==> src/hdl/nstl_pkg.sv <==
`timescale 1ns / 1ps
`default_nettype none
package nstl_pkg;
   localparam int TableDepth = 64;
   localparam int RowBits    = $clog2(TableDepth);
   localparam int CountBits  = $clog2(TableDepth + 1);
   localparam int DimBits    = 16;
   localparam int SqBits     = 2 * DimBits + 2;
   localparam int RootBits   = DimBits + 1;
   localparam int RootSteps  = SqBits / 2;

   typedef enum logic [1:0] {
      MODE_CLEAR = 2'd0,
      MODE_LOAD  = 2'd1,
      MODE_QUERY = 2'd2,
      MODE_NONE  = 2'd3
   } mode_type;

   typedef struct packed {
      logic [15:0] dim_m;
      logic [15:0] dim_n;
      logic [15:0] dim_k;
      logic [15:0] dim_b;
   } shape_type;

   typedef struct packed {
      logic [7:0] tile_m;
      logic [7:0] tile_n;
      logic [7:0] tile_k;
      logic       image_flag;
   } tuning_type;

   typedef struct packed {
      logic [1:0]  mode;
      shape_type   shape;
      tuning_type  tuning;
      logic        left_transposed;
      logic        right_transposed;
   } req_type;

   typedef struct packed {
      logic              valid_res;
      logic [5:0]        best_row;
      logic [16:0]       best_distance;
      tuning_type        tuning;
      logic              out_left_transposed;
      logic              out_right_transposed;
   } rsp_type;

   typedef struct packed {
      logic               capture;
      logic               clear;
      logic               load;
      logic               read_row;
      logic               dist_start;
      logic               root_start;
      logic               root_step;
      logic               compare;
      logic               first;
      logic               fetch_best;
      logic               finish;
      logic [RowBits-1:0] row;
   } cmd_type;

   typedef struct packed {
      logic                 full;
      logic                 empty;
      logic [CountBits-1:0] count;
   } sts_type;
endpackage
`default_nettype wire

==> src/hdl/nstl_ctrl.sv <==
`timescale 1ns / 1ps
`default_nettype none
module nstl_ctrl (
   input  wire logic              clock,
   input  wire logic              reset,
   input  wire logic              req_valid,
   input  wire logic [1:0]        req_mode,
   output logic                   req_ready,
   output logic                   rsp_valid,
   input  wire logic              rsp_ready,
   input  wire nstl_pkg::sts_type sts,
   output nstl_pkg::cmd_type      cmd
);
   localparam int RB = nstl_pkg::RowBits;
   localparam int KB = $clog2(nstl_pkg::RootSteps + 1);

   typedef enum logic [3:0] {
      S_IDLE, S_DECODE, S_READ, S_DIST, S_RSTART, S_ROOT, S_CMP, S_FETCH,
      S_FIN, S_OUT
   } state_type;

   state_type        state_ff, state_in;
   logic [1:0]       mode_ff, mode_in;
   logic [RB-1:0]    row_ff, row_in;
   logic [KB-1:0]    step_ff, step_in;
   logic             first_ff, first_in;
   logic             rsp_valid_ff, rsp_valid_in;

   assign req_ready = (state_ff == S_IDLE);
   assign rsp_valid = rsp_valid_ff;

   always_comb begin
      state_in     = state_ff;
      mode_in      = mode_ff;
      row_in       = row_ff;
      step_in      = step_ff;
      first_in     = first_ff;
      rsp_valid_in = rsp_valid_ff;
      cmd          = '0;
      cmd.row      = row_ff;
      cmd.first    = first_ff;
      unique case (state_ff)
         S_IDLE: begin
            if (req_valid) begin
               cmd.capture = 1'b1;
               mode_in     = req_mode;
               state_in    = S_DECODE;
            end
         end
         S_DECODE: begin
            row_in   = '0;
            first_in = 1'b1;
            state_in = S_IDLE;
            unique case (mode_ff)
               nstl_pkg::MODE_CLEAR: cmd.clear = 1'b1;
               nstl_pkg::MODE_LOAD:  cmd.load  = 1'b1;
               nstl_pkg::MODE_QUERY: state_in  = sts.empty ? S_FIN : S_READ;
               default:              state_in  = S_IDLE;
            endcase
         end
         S_READ: begin
            cmd.read_row = 1'b1;
            state_in     = S_DIST;
         end
         S_DIST: begin
            cmd.dist_start = 1'b1;
            state_in       = S_RSTART;
         end
         S_RSTART: begin
            cmd.root_start = 1'b1;
            step_in        = '0;
            state_in       = S_ROOT;
         end
         S_ROOT: begin
            cmd.root_step = 1'b1;
            step_in       = step_ff + KB'(1);
            if (step_ff == KB'(nstl_pkg::RootSteps - 1)) begin
               state_in = S_CMP;
            end
         end
         S_CMP: begin
            cmd.compare = 1'b1;
            first_in    = 1'b0;
            if ({1'b0, row_ff} + 1'b1 == sts.count) begin
               state_in = S_FETCH;
            end else begin
               row_in   = row_ff + RB'(1);
               state_in = S_READ;
            end
         end
         S_FETCH: begin
            cmd.fetch_best = 1'b1;
            state_in       = S_FIN;
         end
         S_FIN: begin
            cmd.finish   = 1'b1;
            rsp_valid_in = 1'b1;
            state_in     = S_OUT;
         end
         S_OUT: begin
            if (rsp_ready) begin
               rsp_valid_in = 1'b0;
               state_in     = S_IDLE;
            end
         end
         default: state_in = S_IDLE;
      endcase
   end

   always_ff @(posedge clock) begin
      if (reset) begin
         state_ff     <= S_IDLE;
         rsp_valid_ff <= 1'b0;
         mode_ff      <= '0;
         row_ff       <= '0;
         step_ff      <= '0;
         first_ff     <= 1'b1;
      end else begin
         state_ff     <= state_in;
         rsp_valid_ff <= rsp_valid_in;
         mode_ff      <= mode_in;
         row_ff       <= row_in;
         step_ff      <= step_in;
         first_ff     <= first_in;
      end
   end
endmodule
`default_nettype wire

==> config.mk <==
export PLATFORM = sky130hd
export DESIGN_NAME = nstl_ctrl
export DESIGN_NICKNAME = d
export VERILOG_FILES = /design/src/hdl/nstl_pkg.sv /design/src/hdl/nstl_ctrl.sv
export SDC_FILE = /design/constraint.sdc
export NUM_CORES = 1
export LEC_CHECK = 0
export BUFFER_PORTS_ARGS = -buffer_cell sky130_fd_sc_hd__buf_2
export CORE_MARGIN = 2
export CORE_UTILIZATION = 52
export DETAILED_ROUTE_END_ITERATION = 7
export PLACE_DENSITY = 0.79
export SYNTH_ARGS = -nofsm -noshare
export SYNTH_HDL_FRONTEND = slang
export SYNTH_SLANG_ARGS = --single-unit
export TNS_END_PERCENT = 50
==> constraint.sdc <==
create_clock -name clock -period 2.6 [get_ports clock]
set_input_delay 0.13 -clock clock [delete_from_list [all_inputs] [get_ports clock]]
set_output_delay 0.13 -clock clock [all_outputs]
set_load 0.01 [all_outputs]
# Word-level counts from Yosys, hierarchy flattened
# Cells that the tools add are included.
# W data, S select, Z words.
[totals] reg_bits=19 inputBits=15 output_inout_bits=19 word_cells=60
[op_classes] add_sub_neg=3 eq_ne=17 n_mux=25 reduce_logical=9
[ops] operator="$pmux W4 S10" n=1
[ops] operator="$mux W4" n=5
[ops] operator="$eq A4 B3 Y1 const B" n=4
[ops] operator="$mux W1" n=12
[ops] operator="$pmux W6 S2" n=1
[ops] operator="$pmux W5 S2" n=1
[ops] operator="$eq A4 B2 Y1 const B" n=2
[ops] operator="$eq A4 B4 Y1 const B" n=2
[ops] operator="$ne A2 B2 Y1 const B" n=4
[ops] operator="$add A6 B1 Y7 const B" n=1
[ops] operator="$eq A7 B7 Y1" n=1
[ops] operator="$add A6 B1 Y6 const B" n=1
[ops] operator="$mux W6" n=1
[ops] operator="$reduce_and A2 Y1" n=3
[ops] operator="$reduce_bool A2 Y1" n=3
[ops] operator="$add A5 B1 Y5 const B" n=1
[ops] operator="$eq A5 B5 Y1 const B" n=1
[ops] operator="$eq A4 B1 Y1 const B" n=1
[ops] operator="$logic_not A4 Y1" n=1
[ops] operator="$pmux W1 S2" n=2
[ops] operator="$mux W3" n=1
[ops] operator="$reduce_and A3 Y1" n=1
[ops] operator="$eq A2 B1 Y1 const B" n=1
[ops] operator="$eq A2 B2 Y1 const B" n=1
[ops] operator="2 further kinds" n=2

# Longest topological paths before layout
# Gate-level depths: netlist of run 1.
[logic_depth] word_depth=4 mapped_depth=8 ltp_nobuf=7

# Least setup slack after synthesis of run 1
# OpenSTA, ideal clock, no wires.
[synth_timing] path_kind="reg-to-reg" from="register row_ff[0]" to="register row_ff[5]" setup_time_ns=0.123 t_arrival_ns=1.764 required_ns=2.477 setup_slack_ns=0.713 path_stages_with_launch=7 path_buffers=0 synth_period_minus_slack_ns=1.887 cell_sequence="dfxtp_1 > ha_1 > nand3_1 > or3_1 > o2111ai_1 > o21ai_1 > a311o_2"
[synth_between] elab_chain_cells=4 word_cells_on_any_way=7 cone_classes="add/sub (2); eq/ne (2); mux (2); reduce/logical (1)"
[synth_lines] element="start: declaration" line="nstl_ctrl.sv:24" text="logic [RB-1:0] row_ff, row_in;"
[synth_lines] element="start signal: assignment" line="nstl_ctrl.sv:122" text="row_ff <= row_in;"
[synth_lines] element="$add A6 B1 Y7" line="nstl_ctrl.sv:84" text="if ({1'b0, row_ff} + 1'b1 == sts.count) begin"
[synth_lines] element="$eq A7 B7 Y1" line="nstl_ctrl.sv:84"
[synth_lines] element="$ne A2 B2 Y1 (no source line)"
[synth_lines] element="$reduce_and A2 Y1 (no source line)"
# Parallel ways exist; a longest one is shown, timed or not. The select of a mux whose other input is x is not followed.
# A chain may end at the register's enable or synchronous reset.

# Final worst setup path of run 1
[layout_timing] from="register state_ff[2]" to="register row_ff[5]"
[layout_between] elab_chain_cells=3 word_cells_on_any_way=6 cone_classes="eq/ne (3); mux (1); reduce/logical (2)"
[layout_lines] element="start: declaration" line="nstl_ctrl.sv:22" text="state_type state_ff, state_in;"
[layout_lines] element="start signal: assignment" line="nstl_ctrl.sv:119" text="state_ff <= state_in;"
[layout_lines] element="$eq A4 B3 Y1 or $eq A4 B1 Y1 (tied branches)" line="nstl_ctrl.sv:42" text="unique case (state_ff)"
[layout_lines] element="$ne A2 B2 Y1 (no source line) or $reduce_bool A2 Y1 (tied branches)"
[layout_lines] element="$reduce_and A2 Y1 (no source line)"
# Parallel ways exist; a longest one is shown, timed or not.

==> results of run 1 <==
kinds of logic (layout without fill, tap and decap cells):
group | Yosys count | in the layout | share of synthesized area, %
compound gates | 43 | 43 | 21.9
xor+xnor | 10 | 10 | 6.72
fa+ha+maj | 3 | 3 | 2.88
buf+inv | 19 | 43 | 6.91
flops | 19 | 19 | 29.2
mux | 2 | 2 | 1.54
simple gates | 75 | 75 | 30.9
metrics by stage:
step	hold slack, ns	area (um2)	power [mW]	util [%]	setup slack (ns)
floorplan	0.274	1300	0.374	-	0.713
global placement	0.361	1440	0.402	59.2	0.576
global route	0.0764	1470	0.586	60.3	0.326
finish	0.0599	1470	0.552	60.3	0.470
CTS	0.0573	1470	0.558	60.3	0.483
detailed placement	0.380	1440	0.406	59.2	0.525
area by class of cell:
cell class	instances	area share (%)
clock buffers	3	1.54
clock inverters	1	0.341
inverters	7	1.88
multi-input cells	133	56.8
flip-flops and latches	19	25.9
well taps	30	2.56
repair buffers	32	10.9
final timing paths:
kind,end
min,mode_ff[0]
max reg2reg,row_ff[5]
min reg2reg,first_ff
max,row_ff[5]
worst register-to-register path, cell delays in order, from the launching register on:
cell       delay (ns)
dfxtp_1          0.59
nand2b_1         0.28
or2_4            0.34
clkinv_2         0.09
nand2_4          0.07
or4_1            0.43
o2bb2ai_1        0.17
a311o_2          0.12
routing by layer:
layer | global-route usage (%) | vias up | share of wire, % | wire (um)
met5 | 0 | - | 0 | 0
met4 | 9.17 | 0 | 1.3 | 39
met3 | 3.33 | 5 | 5.7 | 172
met2 | 43.7 | 45 | 51 | 1520
met1 | 27.2 | 632 | 42 | 1270
li1 | - | 675 | - | -
synth_stat cells (4+ instances only):
| cell | instances |
|---|---|
| dfxtp_1 | 19 |
| nor2_1 | 19 |
| nor3_1 | 12 |
| o21ai_0 | 11 |
| a21oi_1 | 9 |
| nand2_1 | 9 |
| clkbuf_1 | 7 |
| nand3_1 | 7 |
| inv_1 | 6 |
| xnor2_1 | 5 |
| xor2_1 | 5 |
| nand2b_1 | 4 |
sequential cells by signal, indices dropped and copies added (netlist names):
| register | cells |
|---|---|
| rsp_valid | 1 |
| state_ff | 4 |
| first_ff | 1 |
| row_ff | 6 |
| mode_ff | 2 |
| step_ff | 5 |
power breakdown:
group	internal [mW]	total, mW	switching (mW)
Clock	0.0574	0.152	0.0945
Combinational	0.0381	0.0912	0.0531
Sequential	0.297	0.309	0.0123
cell usage in the layout (no fill, tap or decap), drive strengths merged, types with 4 or more instances in the layout:
master  count
xor2        5
nor2       19
xnor2       5
inv         6
a21oi       9
nand2      10
nand2b      4
buf        32
o21ai      12
nand3       7
nor3       12
dfxtp      19
==> results.md, run 1 <==
- Slew Viols, Final: 0
- Max_cap viols: 0
- CTS clock-pin slew for the worst setup and hold paths: 0.11 ns
- Unique masters post-synth: between 40 and 50
- P_leak: ~0.6 nW
- Post-CTS sizing: 0
- Detailed placer's ending HPWL: 2280 um
- Worst reg2reg setup slack: 0.47 ns
- Global-route wire length before repair: 5150 um
- Syn nets: approximately 190
- Area grow syn2layout: 12.5%
- Setup tns final: 0 ns
- Routed length per instance: 13.3 um
- Tcrit/Tclk final: approximately four fifths
- Max VDD drop: around 0.00030 V
- Synth area leaders: dfxtp_1 29%, nor2_1 5.5%, nor3_1 4.6%
- Main synth FF type: dfxtp_1
- WP depth: 7
- RSZ-0062 raised after global routing: false
- Min Tclk post-route: 2.13 ns
- WHS Path Cells: 3
- Worst setup path start: state_ff[2]
- Core area: ~0.0024 mm2
- Yosys reg bits: 19
- Multi-input logic area: roughly 830 um2
- Reg-to-reg startpoint: state_ff[2]
- Total track usage: 23.7%
- Layout fillers: around 240
- Clk root buf: clkbuf_4
- Iteration-0 DRC Markers: 22
- Slowest cell on crit path: dfxtp_1
- CP endpoint kind: flip-flop
- Total number of vias: 1357
- TritonCTS clock tree: done
- CP required: 2.86 ns
- Count of non-filler cells in the finished layout: 225
- Routed vias/inst: 6.03
- IO Count: 34
- Asr flop ratio synth: 0%
- Vias in the first global route: ~1200
- Crit start category: flip-flop
- IO Port Bufs: 32
- Overflow after GRT: 0
- Sequential share of the synthesized area: 29.2%
- Worst-path fanout max: 13
- Skew-Pair Late Insertion Delay: 0.30 ns
- Max-slew headroom: 71.6%
- Final wirelength: 3000 um
- Initial Utilization: roughly 54%
- Post-CTS setup buffer count: 0
- Num CTS Buffers: 3
- Clk buf depth: 2
- Tightest Hold Check Type: input pin to flip-flop
- Final hold vios: 0
- Share of cells above drive strength 1: between 20% and 30%
- Syn. warnings: 0
- Post-synth EDFFs: 0
- Post-Synthesis Cells: 171
- Setup violators final: 0
- Post-CTS Hold Fix Bufs: 0
- Reg area: ~380 um2
- HP Start: req_mode[0]
- Inst Count DP: ~220
- FMAX: 0.470 GHz
- Worst path cell trace: nand2b_1, or2_4, clkinv_2, nand2_4, or4_1, o2bb2ai_1, a311o_2
- Inserted Diodes: 0
- Fin Clk Skew: 0.00714 ns
- Largest net degree at the start of global routing: 19
- Syn Area/Cell: ~7.6 um2
- Yosys top cell by area: dfxtp_1
- Synthesized area: 0.00130 mm2
- Cell Pwr Density: 377 mW/mm2
- Nets: 214
- H-tree depth: 1
- Family with the most delay on the worst path: simple AND/OR/NAND/NOR gates
- Top cell type's share of synthesized area: 29.2%
- Residual DRC: 0
- Setup CP Type: flip-flop to flip-flop
- Final GP Congestion: around 0.79
- Number of routed nets with antenna violations: 0
- WP buf/inv: 1
- Initial antenna violation count: 0
- Crit path DAT: 2.39 ns
- DIE WIDTH: 54.1 um
- Worst path max stage delay: 0.59 ns
- Cell count of the worst reg-to-reg path: 7
- Die area: 0.00292 mm2
- Overall die height: between 50 and 60 um
- Result of the run: finished, final reports clean
- Row count: 18
- Pre-antenna DRT Iters: 4
- Clock sinks: 19
- Worst slew pin tran: about 0.42 ns
Power figures use the tool's default switching activity.
==> run 2: changes to the inputs <==
--- a/config.mk
+++ b/config.mk
@@ -5,6 +5,7 @@
 export SDC_FILE = /design/constraint.sdc
 export NUM_CORES = 1
 export LEC_CHECK = 0
+export ABC_AREA = 1
 export BUFFER_PORTS_ARGS = -buffer_cell sky130_fd_sc_hd__buf_2
 export CORE_MARGIN = 2
 export CORE_UTILIZATION = 52
==> constraint.sdc (replaced) <==
create_clock -name clock -period 2.1 [get_ports clock]
set_input_delay 0.105 -clock clock [delete_from_list [all_inputs] [get_ports clock]]
set_output_delay 0.105 -clock clock [all_outputs]
set_load 0.01 [all_outputs]
==> results.md, run 2 <==
- Overflow after GRT: 0
- Worst-path fanout max: 8
- Final core utilization: 63.1%
- Final GP Congestion: ~0.87
- Largest net degree at the start of global routing: 13
- Syn. warnings: 0
- Fin Clk Skew: 0.00207 ns
- Synth area leaders: dfxtp_1 29%, nand2_1 14%, inv_1 11%
- Final wirelength: 2840 um
- Area grow syn2layout: 16.8%
- Clk root buf: clkbuf_4
- Syn Area/Cell: approximately 6 um2
- FMAX: 0.553 GHz
- Worst path cell trace: inv_1, nor2_1, nand2_2, nor3_1, buf_2
- Post-Synthesis Cells: 216
- Top cell type's share of synthesized area: 28.7%
- Post-CTS Hold Fix Bufs: 0
- Slowest cell on crit path: dfxtp_1
- Min Tclk post-route: 1.81 ns
- Reg area: 380 um2
- Synth cell count leaders: 48 x nand2_1, 40 x inv_1, 23 x nor2_1, 22 x nand3_1, 19 x dfxtp_1
- Largest family of logic cells by synthesized area: simple AND/OR/NAND/NOR gates
- Setup tns final: 0 ns
- IO Count: 34
- TritonCTS clock tree: done
- Initial Utilization: a little over half
- Core area: 0.00245 mm2
- CTS clock-pin slew for the worst setup and hold paths: 0.11 ns
- Post-Synth Adder-Cell Area: about 2.8%
- Most frequent cells in the layout: 47 x nand2_1, 40 x inv_1, 32 x buf_2
- Die area: about 0.0030 mm2
- Sequential share of the synthesized area: about 29%
- Routed length per instance: 10.1 um
- Nets: ~270
- Total number of vias: 1367
- Initial antenna violation count: 0
- Largest regs: row_ff (6), step_ff (5), state_ff (4)
- Cell Pwr Density: 523 mW/mm2
- Total power: 810 uW
- Most numerous cell in the Yosys netlist: nand2_1
- Vias in the first global route: 1152
- Result of the run: finished, final reports clean
- Worst slew pin tran: 0.352 ns
- Iteration-0 DRC Markers: 34
- Setup CP Type: flip-flop to output port
- Pre-antenna DRT Iters: 4
- Slew Viols, Final: 0
- Post-Synth Simple-Gate Area: 45.6%
- Tcrit/Tclk final: 86.0%
- Final hold vios: 0
- Yosys reg bits: 19
- Post-synthesis mux area share: 0%
- Complex-gate fraction of the synthesized area: 9.06%
- Clock sinks: 19
- IO Port Bufs: 32
- P_leak: 0.800 nW
- Most flop-heavy register: row_ff
- Skew-Pair Late Insertion Delay: 0.30 ns
- Synthesized area: between 0.001 and 0.0015 mm2
- Unique masters post-synth: 24
- Num CTS Buffers: 3
- Max_cap viols: 0
- Clk buf depth: 2
- Global-route wire length before repair: ~4700 um
- Multi-input logic area: about 760 um2
- Main synth FF type: dfxtp_1
- Crit start category: flip-flop
- Inserted Diodes: 0
- CP required: ~2.0 ns
- CP endpoint kind: output port
- Max reg flops: 6
- Syn nets: 234
- Number of routed nets with antenna violations: 0
- Routed vias/inst: 4.88
- Yosys top cell by area: dfxtp_1
- Max VDD drop: 0.000587 V
- Setup violators final: 0
- Total track usage: between 20 and 25%
- Detailed placer's ending HPWL: 2340 um
- RSZ-0062 raised after global routing: false
- Tightest Hold Check Type: input pin to flip-flop
- Layout fillers: between 200 and 300
- Row count: 18
- Crit path DAT: about 1.7 ns
- XOR/XNOR Fraction of Synth Area: 0%
- DIE WIDTH: between 50 and 60 um
- Post-synth EDFFs: 0
- Worst path max stage delay: 0.44 ns
- Asr flop ratio synth: 0%
- Residual DRC: 0
- H-tree depth: 1
- Share of cells above drive strength 1: about a quarter
- Max-slew headroom: 76.4%
- Most common cell after layout, fill and taps aside: nand2_1
- Overall die height: around 55 um
run 2: where the power goes:
group          leakage (nW)  internal (mW)  switching, mW  total [mW]
Clock                0.0139         0.0727          0.117       0.190
Combinational         0.632         0.0845          0.131       0.215
Sequential            0.155          0.380         0.0242       0.404
Total                 0.800          0.537          0.273       0.810
run 2: cell families (layout without fill, tap and decap cells):
family / Yosys count / in the layout
adders and majority gates: 3 / 3
DFF: 19 / 19
AOI/OAI and AO/OA: 23 / 23
and+or+nand+nor: 124 / 124
buffers and inverters: 47 / 81
run 2: area by class of cell:
cell class	instances	share of cell area [%]
inverter	43	10.4
multi-input combinational	150	49.4
clock inverter	1	0.485
clock buffer	3	1.45
timing repair buffer	34	11.3
tap	30	2.42
sequential	19	24.6
run 2: final timing paths:
kind	from	end	slack, ns	depth (start not counted)
hold / removal	reset	state_ff[0]	0.07	2
setup reg to reg	row_ff[1]	row_ff[3]	0.36	11
setup / recovery	state_ff[0]	cmd[15]	0.29	5
hold reg to reg	step_ff[4]	step_ff[4]	0.48	2
run 2: metrics by stage:
stage	instance area [um2]	hold WS [ns]	setup WS, ns	instances
2_1_floorplan	1330	0.295	0.426	216
3_3_place_gp	1520	0.391	0.382	276
3_5_place_dp	1520	0.391	0.360	276
4_1_cts	1550	0.0548	0.229	280
5_1_grt	1550	0.0595	0.0926	280
6_report	1550	0.0660	0.293	280
run 2: per-layer routing:
layer | GRT usage [%] | vias up | share of wire (%)
met1 | 30.4 | 587 | 47
li1 | - | 746 | -
met2 | 33.3 | 30 | 45
met3 | 7.38 | 4 | 6.5
met5 | 0 | - | 0
met4 | 6.25 | 0 | 0.99
run 2: timing repair:
| action | 4_1_cts | 5_1_grt |
|---|---|---|
| setup buffers | 0 | 0 |
| setup endpoints to repair | 0 | 1 |
| resized for setup | 0 | 1 |
run 2: critical path: cells and delay by family (launching register included):
family	cells	cell delay, ns
and+or+nand+nor	3	0.69
DFF	1	0.44
buffers and inverters	2	0.28
==> run 3: changes to the inputs <==
--- a/config.mk
+++ b/config.mk
@@ -7,6 +7,7 @@
 export LEC_CHECK = 0
 export ABC_AREA = 1
 export BUFFER_PORTS_ARGS = -buffer_cell sky130_fd_sc_hd__buf_2
+export CAP_MARGIN = 10
 export CORE_MARGIN = 2
 export CORE_UTILIZATION = 52
 export DETAILED_ROUTE_END_ITERATION = 7
==> constraint.sdc (replaced) <==
create_clock -name clock -period 1.8 [get_ports clock]
set_input_delay 0.09 -clock clock [delete_from_list [all_inputs] [get_ports clock]]
set_output_delay 0.09 -clock clock [all_outputs]
set_load 0.01 [all_outputs]
==> results.md, run 3 (synthesis gave the netlist of run 2 again) <==
- Result of the run: finished, final reports clean
- Global-route wire length before repair: 4620 um
- Worst setup path start: row_ff[1]
- P_leak: 0.819 nW
- Inst Count DP: roughly 280
- Die area: 0.00297 mm2
- CP required: 2.02 ns
- Internal: 633 uW
- Slew Viols, Final: 0
- Initial antenna violation count: 0
- Routed vias/inst: ~4.9
- Reg2reg end: row_ff[3]
- Num CTS Buffers: 3
- Reg-to-reg startpoint: row_ff[1]
- Tightest Hold Check Type: input pin to flip-flop
- Max reg flops: 6
- Iteration-0 DRC Markers: 19
- Total track usage: 21.8%
- H-tree depth: 1
- IO Count: 34
- Area grow syn2layout: 20.2%
- Inserted Diodes: 0
- Crit path DAT: 1.89 ns
- Clk root buf: clkbuf_4
- Fin Clk Skew: around 0.014 ns
- DIE WIDTH: about 55 um
- Most flop-heavy register: row_ff
- Overflow after GRT: 0
- Final hold vios: 0
- Clock sinks: 19
- Vias in the first global route: 1093
- Setup violators final: 0
- Post-route cell area: roughly 0.0016 mm2
- WHS Path Cells: 2
- Residual DRC: 0
- Min Tclk post-route: 1.66 ns
- Comb pwr share: between 20% and 30%
- Max VDD drop: ~0.00073 V
- Layout fillers: approximately 240
- IO Port Bufs: 32
- Share of cells above drive strength 1: between 20% and 30%
- Most common cell after layout, fill and taps aside: nand2_1
- Reg area: 382 um2
- Total power: 969 uW
- Seq pwr share: 48.7%
- CP endpoint kind: flip-flop
- Largest net degree at the start of global routing: 13
- FMAX: between 0.6 and 0.7 GHz
- Clk pwr share: about a quarter
- Most frequent cells in the layout: 47 x nand2_1, 40 x inv_1, 32 x buf_2
- Max-slew headroom: 70.0%
- Worst-path fanout max: 5
- Crit start category: flip-flop
- Skew-Pair Late Insertion Delay: 0.31 ns
- Detailed placer's ending HPWL: 2380 um
- Worst slew pin tran: ~0.45 ns
- Clk buf depth: 2
- Final core utilization: between 60% and 70%
- Setup tns final: 0 ns
- Pre-antenna DRT Iters: 4
- Overall die height: 54.5 um
- Post-CTS Hold Fix Bufs: 0
- Final GP Congestion: 0.866
- Cell count of the worst reg-to-reg path: 12
- TritonCTS clock tree: done
- Nets: ~270
- Row count: 18
- CP endpoint: row_ff[3]
- Multi-input logic area: 801 um2
- Setup CP Type: flip-flop to flip-flop
- Initial Utilization: 54.0%
- Core area: between 0.002 and 0.0025 mm2
- Final wirelength: just over 3000 um
- NetSw: 336 uW
- Worst reg2reg setup slack: 0.14 ns
- Cell Pwr Density: between 600 and 700 mW/mm2
- Number of routed nets with antenna violations: 0
- Max_cap viols: 0
- Total number of vias: 1371
- Tcrit/Tclk final: around 90%
- CTS clock-pin slew for the worst setup and hold paths: 0.12 ns
- Routed length per instance: 11.0 um
- Switching share of power: 34.7%
- Largest regs: row_ff (6), step_ff (5), state_ff (4)
- Placed inst area: 0.00152 mm2
- Count of non-filler cells in the finished layout: 282
run 3: cell count changes in the layout (fill, tap and decap cells not counted), sizes merged:
cell and change:
nand2 +1, buf +1
run 3: per-stage QoR:
stage	hold slack (ns)	worst slack (ns)
floorplan	0.280	0.126
global placement	0.376	0.142
detailed placement	0.373	0.142
CTS	0.0336	0.0925
global route	0.0285	-0.00882
finish	0.0320	0.137
run 3: worst min-delay path by stage:
stage | start | endpoint | slack (ns)
floorplan | req_mode[0] | mode_ff[0] | 0.28
global placement | reset | step_ff[1] | 0.38
detailed placement | reset | state_ff[0] | 0.37
CTS | reset | state_ff[0] | 0.03
global route | reset | state_ff[0] | 0.03
finish | reset | state_ff[0] | 0.03
run 3: power by group through the flow:
stage | Sequential, mW | Combinational (mW) | Clock, mW
after CTS | 0.470 | 0.260 | 0.233
after global routing | 0.475 | 0.305 | 0.250
after global placement | 0.479 | 0.254 | 0
after detailed placement | 0.479 | 0.257 | 0
after floorplan | 0.486 | 0.169 | 0
final | 0.472 | 0.269 | 0.228
run 3: final cells by class:
cell class / instances / area share (%)
Clock inverter: 1 / 0.471
Inverter: 43 / 10.1
Timing Repair Buffer: 35 / 11.5
Tap cell: 30 / 2.35
Multi-Input combinational cell: 151 / 50.2
Clock buffer: 3 / 1.41
Sequential cell: 19 / 23.9
run 3: worst max-delay path, stage by stage, from the launching register on:
cell     delay (ns)
dfxtp_1        0.34
ha_2           0.33
inv_1          0.04
nand2_1        0.05
nand2_1        0.06
nor2_2         0.13
nand3_2        0.09
nor2_4         0.12
nand3_4        0.09
nand2_4        0.10
nand2_4        0.06
nor2_1         0.11
nor2_2         0.05
run 3: what timing repair did:
| action | in CTS | in global routing |
|---|---|---|
| buffers inserted | 0 | 0 |
| cloned | 0 | 1 |
| resized for setup | 2 | 7 |
| pin swaps | 0 | 1 |
| endpoints found under the setup margin | 2 | 8 |
run 3: layer usage:
metal	global-route usage (%)	up-vias	part of all wire, %
met1	29.4	596	50
met5	0	-	0
li1	-	752	-
met4	3.75	0	0.45
met2	35.3	21	46
met3	5.74	2	3.1
